$ cat src/sv/nntt_pkg.sv
// Package for the nearest neighbor track table: request kinds, field widths,
// result struct. No dependencies.
package nntt_pkg;

    localparam int unsigned CoordW = 24;
    localparam int unsigned TimeW  = 32;
    localparam int unsigned DistW  = 23;
    localparam int unsigned AgeW   = 16;
    localparam int unsigned CfgIdxW = 2;
    localparam int unsigned SqW    = 50;

    typedef enum logic [1:0] {
        REQ_DET    = 2'd0,
        REQ_FRAME  = 2'd1,
        REQ_TARGET = 2'd2,
        REQ_NONE   = 2'd3
    } t_req;

    localparam logic [CfgIdxW-1:0] CFG_MATCH_DIST = 2'd0;
    localparam logic [CfgIdxW-1:0] CFG_MAX_JUMP   = 2'd1;
    localparam logic [CfgIdxW-1:0] CFG_MAX_AGE    = 2'd2;

    typedef struct packed {
        logic [5:0]        live_count;
        logic [23:0]       target_y;
        logic [23:0]       target_x;
        logic              target_moved;
        logic              dropped;
        logic              was_new;
        logic [4:0]        slot;
        logic [1:0]        kind;
    } t_result;

endpackage

$ cat src/sv/nntt_sqdist.sv
// Pipelined squared distance between two Q12.12 points, two register stages.
// Depends on nntt_pkg.
module nntt_sqdist (
    input  logic                                  i_clk,
    input  logic signed [nntt_pkg::CoordW-1:0]    i_ax,
    input  logic signed [nntt_pkg::CoordW-1:0]    i_ay,
    input  logic signed [nntt_pkg::CoordW-1:0]    i_bx,
    input  logic signed [nntt_pkg::CoordW-1:0]    i_by,
    output logic        [nntt_pkg::SqW-1:0]       o_sq
);
    import nntt_pkg::*;

    logic signed [CoordW:0] n_dx, n_dy;
    logic [CoordW:0] n_ux, n_uy;
    // |d| is at most 2^24-1, for the extreme pair; kept at 25 bits
    logic [CoordW:0] r_ax, r_ay;

    always_comb begin
        n_dx = {i_ax[CoordW-1], i_ax} - {i_bx[CoordW-1], i_bx};
        n_dy = {i_ay[CoordW-1], i_ay} - {i_by[CoordW-1], i_by};
        n_ux = n_dx[CoordW] ? -n_dx : n_dx;
        n_uy = n_dy[CoordW] ? -n_dy : n_dy;
    end

    always_ff @(posedge i_clk) begin
        r_ax <= n_ux;
        r_ay <= n_uy;
        o_sq <= SqW'({25'd0, r_ax} * {25'd0, r_ax}) + SqW'({25'd0, r_ay} * {25'd0, r_ay});
    end
endmodule

$ cat config.mk
export PLATFORM = sky130hd
export DESIGN_NAME = nntt_sqdist
export DESIGN_NICKNAME = d
export VERILOG_FILES = /design/src/sv/nntt_pkg.sv /design/src/sv/nntt_sqdist.sv
export SDC_FILE = /design/constraint.sdc
export NUM_CORES = 2
export LEC_CHECK = 0
export BUFFER_PORTS_ARGS = -buffer_cell sky130_fd_sc_hd__buf_2
export CORE_MARGIN = 2
export CORE_UTILIZATION = 30
export DETAILED_ROUTE_END_ITERATION = 12
export PLACE_DENSITY = 0.5
export SETUP_SLACK_MARGIN = 0.1
export SLEW_MARGIN = 40
export SYNTH_ARGS = -nofsm -noshare
export SYNTH_HDL_FRONTEND = slang
export SYNTH_SLANG_ARGS = --single-unit
$ cat constraint.sdc
create_clock -name i_clk -period 18.1 [get_ports i_clk]
set_input_delay 3.62 -clock i_clk [delete_from_list [all_inputs] [get_ports i_clk]]
set_output_delay 3.62 -clock i_clk [all_outputs]
set_load 0.05 [all_outputs]
==> reports/qor.yml <==
grt:
  grt_pass1_vias: 32300
  grt_max_degree: 30
  grt_use_total: 0.156
  grt_pass1_wl_um: 172000
  antenna_found_initial: 4
  gr-total-overflow: 0
critical_path:
  r2r_start: "r_ax[6]"
  crit_fanout: 23
  start_kind: "flop"
  crit_type: "flop to flop"
  crit_required_ns: 18.39
  cp-startpoint: "r_ax[6]"
  reg2regPathDepth: 25
  rrSetupSlack_ns: 9.07
  cp-endpoint: "o_sq[36]"
  timing.rr.end: "o_sq[36]"
  end_kind: "flop"
  cp.arrival_ns: 9.32
finish:
  n_fill_cell: 14500
  final_common_cell: "inv_1"
  regArea_um2: 2020
  drive_gt1_frac: 0.0522
  multi_input_area_um2: 34100
  num-nets-final: 6105
  layout_common_cells: "inv_1 (1396), fa_1 (1036), ha_1 (419)"
  syn_to_final_growth_pct: 7.45
timing:
  fin_ws_ns: 9.07
  maxSlewViolCount: 0
  finalHoldViolCount: 0
  fmax_mhz: 111
  tightest_slew_ns: 0.765
  timing.final.crit_share: 0.499
  setup_viol: 0
  rsz0062_at_grt: "false"
  clock_skew_ns: 0.0287
  relSlewSlack: 0.483
  fin_crit_ns: 9.03
  final.setup.tns_ns: 0
yosys:
  ys_seq_elements: 100
  synth-edff-count: 0
  syn-mean-instance-area_um2: 9.30
  yosys.area_share.adder: 0.622
  synthesis.area_um2: 41800
  synth_mux_area_frac: 0.00129
  synth_ff_type: "dfxtp_1"
  synth_top_family_by_area: "adder cells"
  syn-num-nets: 6045
  synth_cell_types: 71
  synthSimpleGateAreaFrac: 0.106
  yosysWarnings: 0
  async_flop_share: 0
  synth-compound-area-share: 0.0562
  synth_xor_area_frac: 0.0291
  syn_inst: 4493
  seq_area_frac_synth: 0.0479
clock_network:
  cts_tree: "built"
  cts-root-buf: "clkbuf_16"
  post_cts.repair.setup_buffers: 0
  path_clk_slew_ns: 0.10
  htree_levels: 3
  cts_sinks: 100
  cts_hold_buf: 0
  cts_resized: 0
  clock_latency_ns: 0.45
  clk_path_buf_depth: 2
  cts_buffers: 9
detailed_routing:
  first_pass_iters: 5
  drt_wl_total_um: 104000
  vias: 28300
  ant_nets: 0
  wl_per_cell_um: 16.4
  viasPerCell: 4.45
  drc: 0
  drtIter0Drc: 1020
floorplanning:
  core-area_um2: 138000
  num_rows: 136
  start_util: 0.303
  ios: 147
  fp.dieH_um: 377
  dieArea_um2: 142000
  fp.dieW_um: 377
status:
  status: "completed"
placement:
  preCtsSetupSlack_ns: 9.34
  io_buffer_count: 146
  gp_congestion: 0.969
  dpl.hpwl_um: 90100
hold_path:
  hp-class: "flop to flop"
flow_run:
  maxCapViolations: 0
-- final cells by class --
type / count / area share
Sequential cell: 100 / 0.0449
Clock inverter: 7 / 0.00206
Timing Repair Buffer: 186 / 0.0230
Clock buffer: 9 / 0.00501
Antenna cell: 3 / 0.000167
Inverter: 1397 / 0.117
Multi-Input combinational cell: 2859 / 0.758
Tap cell: 1794 / 0.0500
-- registers in the layout (all words and copies together), names as in the netlist --
signal / flops
o_sq: 50
r_ax: 25
r_ay: 25
-- metrics by stage --
stage | utilization | cell area (µm²) | std cells | hold slack, ns
after floorplan | - | 41800 | 4493 | 0.543
after global placement | 0.323 | 44600 | 6336 | 0.835
after detailed placement | 0.324 | 44600 | 6336 | 0.846
after CTS | 0.326 | 44900 | 6352 | 0.829
after global routing | 0.326 | 44900 | 6353 | 0.861
final | 0.326 | 44900 | 6355 | 0.825
-- critical path, stage by stage, from the launching register on --
cell      delay [ns]
dfxtp_2         0.68
inv_1           0.23
ha_1            0.36
xnor2_1         0.62
fa_1            0.54
inv_1           0.08
fa_1            0.42
fa_1            0.50
inv_1           0.06
ha_1            0.26
inv_1           0.05
fa_1            0.50
fa_1            0.55
inv_1           0.05
fa_1            0.49
fa_1            0.41
ha_1            0.36
and4_1          0.24
o311ai_0        0.22
a31oi_1         0.25
o31ai_1         0.41
a21oi_1         0.21
a31oi_1         0.60
nand3_1         0.25
a31oi_1         0.28
xnor2_1         0.28
-- synth_stat cells (54+ instances only) --
master / n / area share
fa_1: 1036 / 0.50
clkbuf_1: 133 / 0.012
xnor2_1: 84 / 0.018
a21oi_1: 110 / 0.013
nand2_1: 379 / 0.034
inv_1: 1396 / 0.13
and2_1: 266 / 0.040
a21o_1: 54 / 0.0097
dfxtp_1: 100 / 0.048
nor2_1: 117 / 0.011
ha_1: 419 / 0.13
xor2_1: 55 / 0.012
-- per-layer routing --
metal,part of all wire,track usage,routed length [µm]
met1,0.40,0.184,41400
met2,0.56,0.301,58100
met3,0.030,0.0214,3130
met4,0.013,0.0254,1370
met5,0.00013,0,13
-- logic make-up after synthesis --
kind of cell	Yosys count
compound gates	353
xor+xnor	139
fa+ha+maj	1455
buf+inv	1534
flops	100
mux	5
simple gates	907
-- worst min-delay path by stage --
stage / cells after the start / slack, ns / start / endpoint
CTS: 2 / 0.83 / r_ay[0] / o_sq[1]
finish: 2 / 0.82 / r_ay[0] / o_sq[1]
floorplan: 1 / 0.54 / r_ax[0] / o_sq[0]
global route: 2 / 0.86 / r_ay[0] / o_sq[1]
global placement: 2 / 0.83 / r_ay[0] / o_sq[1]
detailed placement: 2 / 0.85 / r_ay[0] / o_sq[1]
Power is not shown: default switching activity piles up to over one toggle a cycle in this logic, so the estimate is an artifact.
